`src/hw/rtl/oart_pkg.sv`:
```
// Shared types and constants for the object access rights table.
`timescale 1ns / 1ps

package oart_pkg;

  typedef enum logic [3:0] {
    OP_ADD      = 4'd0,
    OP_ADD_ATTR = 4'd1,
    OP_ADD_METH = 4'd2,
    OP_REMOVE   = 4'd3,
    OP_FIND     = 4'd4,
    OP_READ     = 4'd5,
    OP_WRITE    = 4'd6,
    OP_INVOKE   = 4'd7,
    OP_CLEAR    = 4'd8
  } opcode_e;

  localparam logic [1:0] ST_OK       = 2'd0;
  localparam logic [1:0] ST_NOROOM   = 2'd1;
  localparam logic [1:0] ST_NOTFOUND = 2'd2;

  // attribute access modes
  localparam logic [2:0] AM_R       = 3'd1;
  localparam logic [2:0] AM_W       = 3'd2;
  localparam logic [2:0] AM_RW      = 3'd3;
  localparam logic [2:0] AM_AUTH_R  = 3'd4;
  localparam logic [2:0] AM_AUTH_W  = 3'd5;
  localparam logic [2:0] AM_AUTH_RW = 3'd6;

  // method access modes
  localparam logic [1:0] MM_YES     = 2'd1;
  localparam logic [1:0] MM_AUTH    = 2'd2;
  localparam logic [1:0] MM_NOGRANT = 2'd3;
  localparam logic [2:0] MM_MAX_IN  = 3'd2;

  typedef enum logic [1:0] {
    PA_PTR,
    PA_NEXT,
    PA_COUNT,
    PA_LAST
  } pos_sel_e;

  typedef enum logic [2:0] {
    RK_OK_ZERO,
    RK_OK_IDX,
    RK_NOROOM_ZERO,
    RK_NOROOM_IDX,
    RK_NOTFOUND,
    RK_CHECK,
    RK_CHECK_MISS
  } res_kind_e;

  typedef enum logic [3:0] {
    S_IDLE,
    S_DISPATCH,
    S_ADD_WR,
    S_OK_IDX,
    S_AR_CAP,
    S_AR_DO,
    S_SCAN_ADDR,
    S_SCAN_CMP,
    S_FOUND,
    S_SHIFT_RD,
    S_SHIFT_WR,
    S_RIGHT_ADDR,
    S_RIGHT_CMP,
    S_RESP
  } state_e;

  typedef struct packed {
    logic      load_in;
    pos_sel_e  pos_sel;
    logic      ptr_clr;
    logic      ptr_inc;
    logic      k_clr;
    logic      k_inc;
    logic      capture;
    logic      add_commit;
    logic      right_commit;
    logic      shift_write;
    logic      remove_commit;
    logic      clear_commit;
    logic      res_set;
    res_kind_e res_kind;
    logic      out_load;
  } oart_cmd_t;

  typedef struct packed {
    opcode_e op;
    logic    full;
    logic    empty;
    logic    scan_end;
    logic    key_hit;
    logic    shift_end;
    logic    right_end;
    logic    right_hit;
    logic    right_full;
    logic    out_free;
  } oart_stat_t;

endpackage

```
`src/hw/rtl/oart_ctrl.sv`:
```
// Sequencing controller for the object access rights table.
`timescale 1ns / 1ps

module oart_ctrl (
  input  logic               clk_i,
  input  logic               rst_ni,
  input  logic               in_valid_i,
  output logic               in_stall_o,
  input  oart_pkg::oart_stat_t stat_i,
  output oart_pkg::oart_cmd_t  cmd_o
);
  import oart_pkg::*;

  state_e state_q, state_d;

  always_ff @(posedge clk_i or negedge rst_ni) begin
    if (!rst_ni) begin
      state_q <= S_IDLE;
    end else begin
      state_q <= state_d;
    end
  end

  always_comb begin
    state_d    = state_q;
    cmd_o      = '0;
    cmd_o.pos_sel  = PA_PTR;
    cmd_o.res_kind = RK_OK_ZERO;
    in_stall_o = 1'b1;
    unique case (state_q)
      S_IDLE: begin
        in_stall_o = 1'b0;
        if (in_valid_i) begin
          cmd_o.load_in = 1'b1;
          state_d = S_DISPATCH;
        end
      end
      S_DISPATCH: begin
        case (stat_i.op) inside
          OP_ADD: begin
            if (stat_i.full) begin
              cmd_o.res_set  = 1'b1;
              cmd_o.res_kind = RK_NOROOM_ZERO;
              state_d = S_RESP;
            end else begin
              cmd_o.pos_sel = PA_COUNT;
              state_d = S_ADD_WR;
            end
          end
          OP_ADD_ATTR, OP_ADD_METH: begin
            if (stat_i.empty) begin
              cmd_o.res_set  = 1'b1;
              cmd_o.res_kind = RK_NOTFOUND;
              state_d = S_RESP;
            end else begin
              cmd_o.pos_sel = PA_LAST;
              state_d = S_AR_CAP;
            end
          end
          OP_REMOVE, OP_FIND, OP_READ, OP_WRITE, OP_INVOKE: begin
            cmd_o.ptr_clr = 1'b1;
            state_d = S_SCAN_ADDR;
          end
          OP_CLEAR: begin
            cmd_o.clear_commit = 1'b1;
            cmd_o.res_set  = 1'b1;
            cmd_o.res_kind = RK_OK_ZERO;
            state_d = S_RESP;
          end
          default: begin
            cmd_o.res_set  = 1'b1;
            cmd_o.res_kind = RK_OK_ZERO;
            state_d = S_RESP;
          end
        endcase
      end
      S_ADD_WR: begin
        cmd_o.add_commit = 1'b1;
        state_d = S_OK_IDX;
      end
      S_OK_IDX: begin
        cmd_o.res_set  = 1'b1;
        cmd_o.res_kind = RK_OK_IDX;
        state_d = S_RESP;
      end
      S_AR_CAP: begin
        cmd_o.capture = 1'b1;
        state_d = S_AR_DO;
      end
      S_AR_DO: begin
        if (stat_i.right_full) begin
          cmd_o.res_set  = 1'b1;
          cmd_o.res_kind = RK_NOROOM_IDX;
          state_d = S_RESP;
        end else begin
          cmd_o.right_commit = 1'b1;
          state_d = S_OK_IDX;
        end
      end
      S_SCAN_ADDR: begin
        if (stat_i.scan_end) begin
          cmd_o.res_set  = 1'b1;
          cmd_o.res_kind = RK_NOTFOUND;
          state_d = S_RESP;
        end else begin
          cmd_o.pos_sel = PA_PTR;
          state_d = S_SCAN_CMP;
        end
      end
      S_SCAN_CMP: begin
        if (stat_i.key_hit) begin
          cmd_o.capture = 1'b1;
          state_d = S_FOUND;
        end else begin
          cmd_o.ptr_inc = 1'b1;
          state_d = S_SCAN_ADDR;
        end
      end
      S_FOUND: begin
        case (stat_i.op)
          OP_REMOVE: state_d = S_SHIFT_RD;
          OP_FIND: begin
            cmd_o.res_set  = 1'b1;
            cmd_o.res_kind = RK_OK_IDX;
            state_d = S_RESP;
          end
          default: begin
            cmd_o.k_clr = 1'b1;
            state_d = S_RIGHT_ADDR;
          end
        endcase
      end
      S_SHIFT_RD: begin
        if (stat_i.shift_end) begin
          cmd_o.remove_commit = 1'b1;
          state_d = S_OK_IDX;
        end else begin
          cmd_o.pos_sel = PA_NEXT;
          state_d = S_SHIFT_WR;
        end
      end
      S_SHIFT_WR: begin
        cmd_o.shift_write = 1'b1;
        cmd_o.ptr_inc     = 1'b1;
        state_d = S_SHIFT_RD;
      end
      S_RIGHT_ADDR: begin
        if (stat_i.right_end) begin
          cmd_o.res_set  = 1'b1;
          cmd_o.res_kind = RK_CHECK_MISS;
          state_d = S_RESP;
        end else begin
          state_d = S_RIGHT_CMP;
        end
      end
      S_RIGHT_CMP: begin
        if (stat_i.right_hit) begin
          cmd_o.res_set  = 1'b1;
          cmd_o.res_kind = RK_CHECK;
          state_d = S_RESP;
        end else begin
          cmd_o.k_inc = 1'b1;
          state_d = S_RIGHT_ADDR;
        end
      end
      S_RESP: begin
        if (stat_i.out_free) begin
          cmd_o.out_load = 1'b1;
          state_d = S_IDLE;
        end
      end
      default: state_d = S_IDLE;
    endcase
  end

endmodule

```
`config.mk`:
```
export PLATFORM = sky130hd
export DESIGN_NAME = oart_ctrl
export DESIGN_NICKNAME = d
export VERILOG_FILES = /design/src/hw/rtl/oart_pkg.sv /design/src/hw/rtl/oart_ctrl.sv
export SDC_FILE = /design/constraint.sdc
export NUM_CORES = 1
export LEC_CHECK = 0
export BUFFER_PORTS_ARGS = -buffer_cell sky130_fd_sc_hd__buf_2
export CORE_MARGIN = 4
export CORE_UTILIZATION = 45
export DETAILED_ROUTE_END_ITERATION = 8
export GPL_TIMING_DRIVEN = 0
export PLACE_DENSITY = 0.79
export SKIP_LAST_GASP = 1
export SYNTH_ARGS = -nofsm -noshare
export SYNTH_HDL_FRONTEND = slang
export SYNTH_SLANG_ARGS = --single-unit
```
`constraint.sdc`:
```
create_clock -name clk_i -period 2.1 [get_ports clk_i]
set_input_delay 0.42 -clock clk_i [delete_from_list [all_inputs] [get_ports clk_i]]
set_output_delay 0.42 -clock clk_i [all_outputs]
set_load 0.02 [all_outputs]
```
After elaboration in Yosys (flattened, before gate mapping)
Cells that the tools add are included.

storage, ports and cells
  register bits = 4
  input bits = 16
  output and inout port bits = 19
  word-level logic and storage cells = 90

operators by class
  eq/ne operators = 23
  mux-type cells = 60
  reduce and logical (&&, ||, !) cells = 6

operators with widths
  kind                count
  $mux 4              21
  $pmux 4 s14         1
  $eq 4x3->1 const B  8
  $eq 4x4->1 const B  7
  $mux 1              28
  $pmux 4 s7          1
  $eq 4x2->1 const B  4
  $eq 4x1->1 const B  2
  $logic_not 4->1     2
  $mux 2              4
  $pmux 3 s2          1
  $reduce_or 5->1     1
  $ne 2x2->1 const B  2
  $pmux 1 s2          2
  $pmux 2 s2          1
  $reduce_or 2->1     2
  $mux 3              1
  $reduce_and 2->1    1

Depth between registers and ports, before layout
Gate-level depths: netlist (run 1).

  word-level depth = 6
  mapped depth = 6
  depth with buffers taken out = 4

Least setup slack after synthesis (run 1)
Ideal clock, no wire load.

  path type = register to output
  from = reg state_q[3]
  to = out cmd_o[5] (netlist bit)
  data arrival time = 1,850 ps
  data required time = 1,680 ps
  slack = -170 ps
  cell stages (with the launch flop) = 5
  path buffers = 2
  path through = dfrtp_1 -> buf_6 -> or4b_4 -> buf_6 -> nor4b_1

RTL lines
  what                      RTL line         RTL
  start: declaration        oart_ctrl.sv:14  state_e state_q, state_d;
  start signal: assignment  oart_ctrl.sv:20  state_q <= state_d;
  end: declaration          oart_ctrl.sv:10  output oart_pkg::oart_cmd_t cmd_o

==> impl_metrics.ini, run 1 <==
[run_status]
outcome = complete, but fails checks
violations = setup timing

[sta]
rsz0062_at_grt = yes
max_freq_mhz = 434
setup_violations = 7
fin_skew_ps = 1.22
maxSlewViolCount = 0
slew_headroom_pct = 71.4
worst_slew_pin_slew_ps = 425
fin_crit_ps = 2310
fin_ws_ps = -206
finalCritPeriodShare_pct = 110
hold_viol_final = 0

[critical_path]
required_ps = 1680
timing.rr.start = state_q[2]
endpoint_kind = output pin
critPathArrivalTime_ps = 1890
crit_fanout = 5
critical_path.startpoint_type = register
path_class = reg2out
crit_start = state_q[2]

[global_routing]
grt_pass1_vias = 930
antenna_found_initial = 0
grt_max_degree = 11
grt-ovfl-total = 0
grt_usage_pct = 25.3
grt_pass1_wl_mm = 4.07

[cts]
cts_buffer_depth = 2
path_clk_slew_ps = 40
numCtsBuffers = 3
cts_tree = done
clkSinkCount = 4
root_buffer = clkbuf_4
htreeDepth = 1
clk_latency_ps = 240

[route]
drc = 0
drtAntennaViolNets = 0
vias_per_cell = 6.40
dr.pass1.iters = 5
drt_iter0_drc = 62
wire_per_inst_um = 17.0
totalWireLength_mm = 2.82
via_count = 1063

[yosys]
synthDominantCellAreaShare_pct = 14.2
ys.flop_type = dfrtp_1
syn_inst = 108
synth_seq_area_share_pct = 14.2
synth_edf_count = 0
synth_top_area_cell = dfrtp_1
syn_nets = 124
ys_ff_latch = 4
syn-mean-instance-area_um2 = 6.53
yosysWarnings = 0
synth_cell_types = 34
synthesis.area_um2 = 706
netlist_top_cells_area = dfrtp_1 14%, a21oi_1 7.1%, nand2b_1 6.2%
ys_async_sr_fraction_pct = 100

[floorplanning]
row_count = 14
fp.coreArea_um2 = 1490
pin_count = 35
die_h_um = 47.6
die_x_um = 47.6
die_area_um2 = 2270
start_util_pct = 47.4

[cells_and_area]
reg.largest.list = state_q x4
n_fill_cell = 127
area_growth_pct = 52.0
multi_input_comb_area_um2 = 604
largest_reg_flops = 4
regArea_um2 = 103
nNetsFinal = 168
diodes = 0
instances_no_fill = 166
regMostFlops = state_q
layout-drive-gt1-share_pct = 45.3
design_area_um2 = 1070

[place]
place_ws_ps = -86.6
gp_congestion = 0.953
placed_area_um2 = 897
port_buffers = 33
hpwl_mm = 1.88
place_inst = 157

[power_and_ir_drop]
vdd_drop_max_uv = 699
p_per_area_nw_per_um2 = 1390
p_leak_nw = 0.521

[run]
cap_violations = 0

[worst_hold_path]
hp-class = in2async
==> path summary, 6_finish.rpt <==
| check | end | slack [ps] | cells after the start |
|---|---|---|---|
| min in group clk_i | state_q[0] | 550 | 3 |
| max in group asynchronous | state_q[3] | 1460 | 2 |
| min reg2reg | state_q[2] | 770 | 3 |
| max reg2reg | state_q[0] | 270 | 5 |
| min | state_q[1] | 510 | 2 |
| max | cmd_o[16] | -210 | 4 |
==> through the flow <==
stage	hold slack (ps)	power [W]	setup TNS, ps	util, %
floorplan	124	0.000876	-56.6	-
global placement	227	0.00113	-287	60.3
detailed placement	229	0.00114	-289	60.3
CTS	510	0.00135	-898	67.2
global route	515	0.00159	-1300	72.0
finish	507	0.00149	-821	72.0
==> cell usage in the layout, fill, tap and decap left out, drive strengths merged, types with 5 or more instances in the layout <==
| cell type | netlist | layout |
|---|---|---|
| nand2 | 9 | 9 |
| and3 | 5 | 5 |
| a21oi | 10 | 10 |
| nand3 | 5 | 5 |
| clkbuf | 7 | 8 |
| nor2 | 10 | 10 |
| buf | 2 | 42 |
| inv | 6 | 6 |
| nor3 | 5 | 5 |
| nand2b | 7 | 7 |
==> where the power goes <==
| part | internal [W] | total, W | switching [W] |
|---|---|---|---|
| clock network | 0.0000641 | 0.0000986 | 0.0000345 |
| logic | 0.000503 | 0.00124 | 0.000740 |
| registers | 0.000123 | 0.000153 | 0.0000299 |
| total | 0.000690 | 0.00149 | 0.000804 |
==> critical path, stage by stage, from the launching register on <==
cell and delay, ps:
dfrtp_2 390, or4b_4 590, nor3_2 310, o21bai_1 160, buf_2 180
==> area by class of cell <==
| class | instances | share of cell area (%) |
|---|---|---|
| inverters | 6 | 2.10 |
| plain buffers | 7 | 3.27 |
| well taps | 16 | 1.87 |
| flip-flops and latches | 4 | 9.57 |
| repair buffers | 41 | 24.7 |
| multi-input cells | 89 | 56.4 |
| clock buffers | 3 | 2.10 |
==> metal layers <==
metal / part of all wire, % / vias to the layer above / global-route usage [%]
met2: 48 / 79 / 40.1
li1: - / 492 / -
met3: 11 / 18 / 2.26
met4: 4.2 / 0 / 12.9
met5: 0 / - / 0
met1: 37 / 474 / 33.8
==> Yosys cell counts, types with 2 or more instances <==
master,number
a211o_1,2
a21oi_1,10
a31oi_1,4
and3_1,5
buf_6,2
clkbuf_1,7
dfrtp_1,4
inv_1,6
nand2_1,9
nand2b_1,7
nand3_1,5
nand4_1,2
nand4b_1,3
nor2_1,10
nor2b_1,2
nor3_1,4
nor4_1,2
o211ai_1,3
o21ai_0,3
o22ai_1,4
==> cells by family after synthesis <==
family,share of synthesized area (%)
compound gates,29.3
xor+xnor,1.24
flops,14.2
simple gates,45.2
buf+inv,10.1
==> timing repair <==
| item | 4_1_cts | 5_1_grt |
|---|---|---|
| endpoints found under the setup margin | 11 | 11 |
| hold buffers | 1 | 0 |
| resized for setup | 20 | 21 |
| pin swaps | 7 | 7 |
| setup buffers | 5 | 2 |
| endpoints found under the hold margin | 4 | 0 |
No activity file was read; power rests on OpenSTA's default activity.
==> run 2: changes to the inputs <==
Settings changed: REMOVE_ABC_BUFFERS set to 1.
==> impl_metrics.ini, run 2 (synthesis results as in run 1) <==
[global_routing]
antenna_found_initial = 0
grt-ovfl-total = 0
grt_usage_pct = 27.2
grt_max_degree = 13
use_met1_pct = 33.9
met2_usage_pct = 44.9
grt_use_met3_pct = 5.26
busiest_layer = met2
grt_pass1_wl_mm = 4.34
grt_pass1_vias = 977

[cells_and_area]
reg.largest.list = state_q x4
nNetsFinal = 173
area_growth_pct = 61.7
final_common_cell = buf_2
n_fill_cell = 122
design_area_um2 = 1140
largest_reg_flops = 4
layout-drive-gt1-share_pct = 49.0
fin_util_pct = 76.6
regMostFlops = state_q
diodes = 0
layout_common_cells = 26 x buf_2, 20 x buf_4, 9 x nor2_1, 9 x a21oi_1, 8 x nand2_1

[sta]
fin_crit_ps = 2260
fin_skew_ps = 7.87
setup_tns_ps = -741
hold_viol_final = 0
max_freq_mhz = 442
maxSlewViolCount = 0
setup_violations = 8
worst_slew_pin_slew_ps = 481
slew_headroom_pct = 67.6
rsz0062_at_grt = yes
finalCritPeriodShare_pct = 108
fin_ws_ps = -163

[critical_path]
worstReg2RegEnd = state_q[0]
timing.rr.start = state_q[1]
required_ps = 1680
crit_fanout = 4
r2r_setup_slack_ps = 350
critPathSlowestCell = or4b_4
crit_chain = or4b_4 > nor3_4 > nand2_2 > o211ai_1 > buf_4
path_class = reg2out
critical_path.startpoint_type = register
crit_path_max_incr_delay_ps = 590
endpoint_kind = output pin
critPathArrivalTime_ps = 1840
reg2reg_depth = 4

[route]
vias_per_cell = 6.32
via_count = 1081
wire_per_inst_um = 16.3
drt_iter0_drc = 21
drc = 0
drtAntennaViolNets = 0
dr.pass1.iters = 4
totalWireLength_mm = 2.79

[run]
cap_violations = 0

[power_and_ir_drop]
vdd_drop_max_uv = 784
total_power_w = 0.00159
p_per_area_nw_per_um2 = 1390
p_leak_nw = 0.542

[place]
placed_area_um2 = 847
hpwl_mm = 1.69
gp_congestion = 0.893
port_buffers = 34
place_ws_ps = -264

[floorplanning]
pin_count = 35
start_util_pct = 47.4
die_area_um2 = 2270
die_h_um = 47.6
row_count = 14
die_x_um = 47.6
fp.coreArea_um2 = 1490

[run_status]
violations = setup timing
outcome = complete, but fails checks

[cts]
cts_tree = done
clkSinkCount = 4
cts_buffer_depth = 2
numCtsBuffers = 3
path_clk_slew_ps = 40
root_buffer = clkbuf_4
clk_latency_ps = 240
htreeDepth = 1

[worst_hold_path]
hp-class = in2async
-- run 2: final cells by class --
cell class	count	area [um^2]	share of cell area [%]
well taps	16	20.0	1.75
flip-flops and latches	4	105	9.21
inverters	6	22.5	1.97
repair buffers	53	367	32.1
multi-input cells	89	604	53.0
clock buffers	3	22.5	1.97
-- run 2: power breakdown --
group	switching, W	internal, W	total (W)
logic	0.000730	0.000593	0.00132
clock network	0.0000311	0.0000639	0.0000950
registers	0.0000461	0.000127	0.000173
-- run 2: worst max path at each step --
| stage | cells after the start | endpoint | slack (ps) | start |
|---|---|---|---|---|
| global placement | 5 | cmd_o[3] | -230 | state_q[0] |
| detailed placement | 5 | cmd_o[3] | -260 | state_q[0] |
| finish | 5 | cmd_o[3] | -160 | state_q[1] |
| floorplan | 2 | cmd_o[5] | -210 | state_q[0] |
| global route | 5 | cmd_o[3] | -270 | state_q[1] |
| CTS | 5 | cmd_o[3] | -170 | state_q[3] |
-- run 2: timing repair --
| item | 4_1_cts | 5_1_grt |
|---|---|---|
| gates cloned | 0 | 0 |
| resized for setup | 22 | 13 |
| buffers inserted | 13 | 5 |
| setup endpoints to repair | 13 | 10 |
| pin swaps | 6 | 6 |
| hold endpoints to repair | 4 | 0 |
| hold buffers | 1 | 0 |
-- run 2: layer usage --
layer	part of all wire (%)	wire, um	vias to the layer above
met3	8.6	239	12
met2	49	1370	73
met5	0	0	-
met4	3.3	91	0
li1	-	-	499
met1	39	1090	497
-- run 2: worst max-delay path: cells and delay by family, from the launching register on --
kind,cells,cell delay (ps)
flip-flops,1,400
AND/OR/NAND/NOR,3,820
AO/OA/AOI/OAI,1,210
buffers and inverters,1,180
-- run 2: metrics by stage --
step,hold WS [ps],std cells
2_1_floorplan,124,99
3_3_place_gp,224,149
3_5_place_dp,226,149
4_1_cts,515,166
5_1_grt,529,171
6_report,522,171
==> run 3: changes to the inputs <==
Settings changed: GPL_TIMING_DRIVEN 0 to unset, SETUP_SLACK_MARGIN set to 0.5.
==> impl_metrics.ini, run 3 <==
[yosys]
synth-simple-area-share_pct = 45.2
synth_common_cells = 10 x a21oi_1, 10 x nor2_1, 9 x nand2_1
netlist_top_cells_area = dfrtp_1 14%, a21oi_1 7.1%, nand2b_1 6.2%
synth_compound_area_share_pct = 29.3
synth_top_family_by_area = simple AND/OR/NAND/NOR gates
yosysWarnings = 0
synth_mux_area_share_pct = 0
synth_top_area_cell = dfrtp_1
syn_inst = 108
synth_fa_ha_area_share_pct = 0
synthesis.area_um2 = 706
synth_seq_area_share_pct = 14.2
synth_edf_count = 0
ys_ff_latch = 4
synth_cell_types = 34
ys_async_sr_fraction_pct = 100
synthDominantCellAreaShare_pct = 14.2
syn-mean-instance-area_um2 = 6.53
ys.flop_type = dfrtp_1
synth-xor-area-share_pct = 1.24

[floorplanning]
pin_count = 35
die_x_um = 47.6
die_h_um = 47.6
row_count = 14
start_util_pct = 47.4

[run_status]
stop_stage = 5_1_grt
error = [ERROR DPL-0038] Utilization greater than 100%, impossible to legalize
outcome = did not finish

[cts]
numCtsBuffers = 3
htreeDepth = 1
root_buffer = clkbuf_4
cts_buffer_depth = 2
clkSinkCount = 4

[place]
port_buffers = 34
place_ws_ps = -14.9
gp_congestion = 0.888
hpwl_mm = 1.87
place_inst = 161
placed_area_um2 = 950

[sta]
grt_repair_worst_endpoint = cmd_o[3]
worst_path_end_type = primary output

[global_routing]
grt_max_degree = 11
run 3: per-stage QoR:
| step | hold slack, ps | utilization [%] |
|---|---|---|
| after floorplan | 124 | - |
| after global placement | 226 | 63.8 |
| after detailed placement | 234 | 63.8 |
| after CTS | 516 | 92.1 |
run 3: kinds of logic after synthesis:
| logic type | count (synthesis) |
|---|---|
| AND/OR/NAND/NOR | 56 |
| AO/OA/AOI/OAI | 32 |
| buffers and inverters | 15 |
| flip-flops | 4 |
| XOR/XNOR | 1 |
run 3: what timing repair did:
| action | 4_1_cts |
|---|---|
| hold buffers | 1 |
| endpoints found under the setup margin | 22 |
| setup buffers | 22 |
| hold endpoints to repair | 4 |
| pin swaps | 4 |
| gates resized for setup | 59 |
==> run 4: changes to the inputs <==
Settings changed: CORE_AREA set to 4 4 65 67, CORE_MARGIN 4 to unset, CORE_UTILIZATION 45 to unset, DIE_AREA set to 0 0 69 71, PLACE_DENSITY 0.79 to unset, PLACE_DENSITY_LB_ADDON set to 0.15, SETUP_SLACK_MARGIN 0.5 to unset.
==> impl_metrics.ini, run 4 (synthesis results as in run 1) <==
[route]
drtAntennaViolNets = 0
drt_iter0_drc = 30
dr.pass1.iters = 4
totalWireLength_mm = 2.86
vias_per_cell = 4.91
via_count = 1011
drc = 0
wire_per_inst_um = 13.9

[floorplanning]
start_util_pct = 19.4
row_count = 22
die_x_um = 69
fp.coreArea_um2 = 3630
pin_count = 35
die_h_um = 71
die_area_um2 = 4900

[cts]
numCtsBuffers = 3
clkSinkCount = 4
root_buffer = clkbuf_8
path_clk_slew_ps = 30
clk_latency_ps = 220
htreeDepth = 1
cts_tree = done
cts_buffer_depth = 2

[critical_path]
required_ps = 1680
crit_fanout = 4
crit_chain = or4b_4 > buf_4 > buf_6 > nor4b_4 > buf_4
timing.rr.start = state_q[3]
critPathArrivalTime_ps = 1840
crit_path_max_incr_delay_ps = 590
endpoint_kind = output pin
critPathSlowestCell = or4b_4
crit_start = state_q[3]
critical_path.startpoint_type = register
path_class = reg2out
critPathMostFrequentCell = buf_4

[sta]
hold_viol_final = 0
worst_slew_pin_slew_ps = 433
max_freq_mhz = 442
slew_headroom_pct = 70.9
maxSlewViolCount = 0
setup_violations = 8
finalCritPeriodShare_pct = 108
rsz0062_at_grt = yes
fin_crit_ps = 2260
fin_skew_ps = 2.33
fin_ws_ps = -163

[place]
placed_area_um2 = 1010
place_ws_ps = 17.3
gp_congestion = 0.763
hpwl_mm = 2.20
port_buffers = 34

[cells_and_area]
design_area_um2 = 1190
diodes = 0
final_common_cell = buf_2
area_growth_pct = 68.8
fin_util_pct = 32.8
n_fill_cell = 428
largest_reg_flops = 4
nNetsFinal = 176
layout-drive-gt1-share_pct = 46.8
reg.largest.list = state_q x4
regMostFlops = state_q
layout_common_cells = 27 x buf_2, 24 x buf_4, 9 x nor2_1

[run]
cap_violations = 0

[global_routing]
grt_pass1_vias = 941
antenna_found_initial = 0
grt-ovfl-total = 0
grt_pass1_wl_mm = 4.53
grt_usage_pct = 11.3
grt_max_degree = 20

[run_status]
violations = setup timing
outcome = complete, but fails checks

[power_and_ir_drop]
p_leak_nw = 0.564
total_power_w = 0.00157
p_per_area_nw_per_um2 = 1310
vdd_drop_max_uv = 430

[worst_hold_path]
hp-class = in2async
-- run 4: per-layer routing --
layer | GRT usage, % | share of wire [%]
met1 | 14.7 | 46
met2 | 18.2 | 47
met3 | 2.84 | 5.0
met4 | 3.90 | 1.5
met5 | 0 | 0
-- run 4: report_power, final --
part | internal [W] | total (W) | switching, W
registers | 0.000120 | 0.000154 | 0.0000338
clock network | 0.000123 | 0.000168 | 0.0000454
logic | 0.000535 | 0.00124 | 0.000709
-- run 4: timing repair --
item                                    in CTS  in global routing
gates cloned                                 0                  0
gates resized for setup                     15                 11
hold endpoints to repair                     4                  0
endpoints found under the setup margin       6                 11
pin swaps                                    7                  2
setup buffers                                2                  3
hold buffers                                 1                  0
-- run 4: metrics by stage --
step / setup TNS (ps) / hold slack, ps / std cells
2_1_floorplan: -376 / 124 / 99
3_3_place_gp: 0 / 226 / 197
3_5_place_dp: 0 / 226 / 197
4_1_cts: -643 / 537 / 203
5_1_grt: -1270 / 554 / 206
6_report: -841 / 529 / 206
-- run 4: layout make-up --
class	instances	area, um^2	area share [%]
clock buffer	3	41.3	3.47
tap	48	60.1	5.04
sequential	4	100	8.40
timing repair buffer	56	370	31.1
multi-input combinational	89	597	50.1
inverter	6	22.5	1.89
-- run 4: worst paths after layout --
| path | end | slack [ps] | cells after the start |
|---|---|---|---|
| setup / recovery | cmd_o[5] | -160 | 5 |
| hold / removal | state_q[3] | 530 | 2 |
| setup reg to reg | state_q[0] | 230 | 5 |
| hold reg to reg | state_q[3] | 720 | 3 |
| max in group asynchronous | state_q[1] | 1460 | 2 |
| min in group clk_i | state_q[1] | 600 | 4 |
-- run 4: worst max-delay path, delay by kind of cell, from the launching register on --
family / cells / cell delay (ps)
flip-flops: 1 / 380
AND/OR/NAND/NOR: 2 / 790
buffers and inverters: 3 / 450
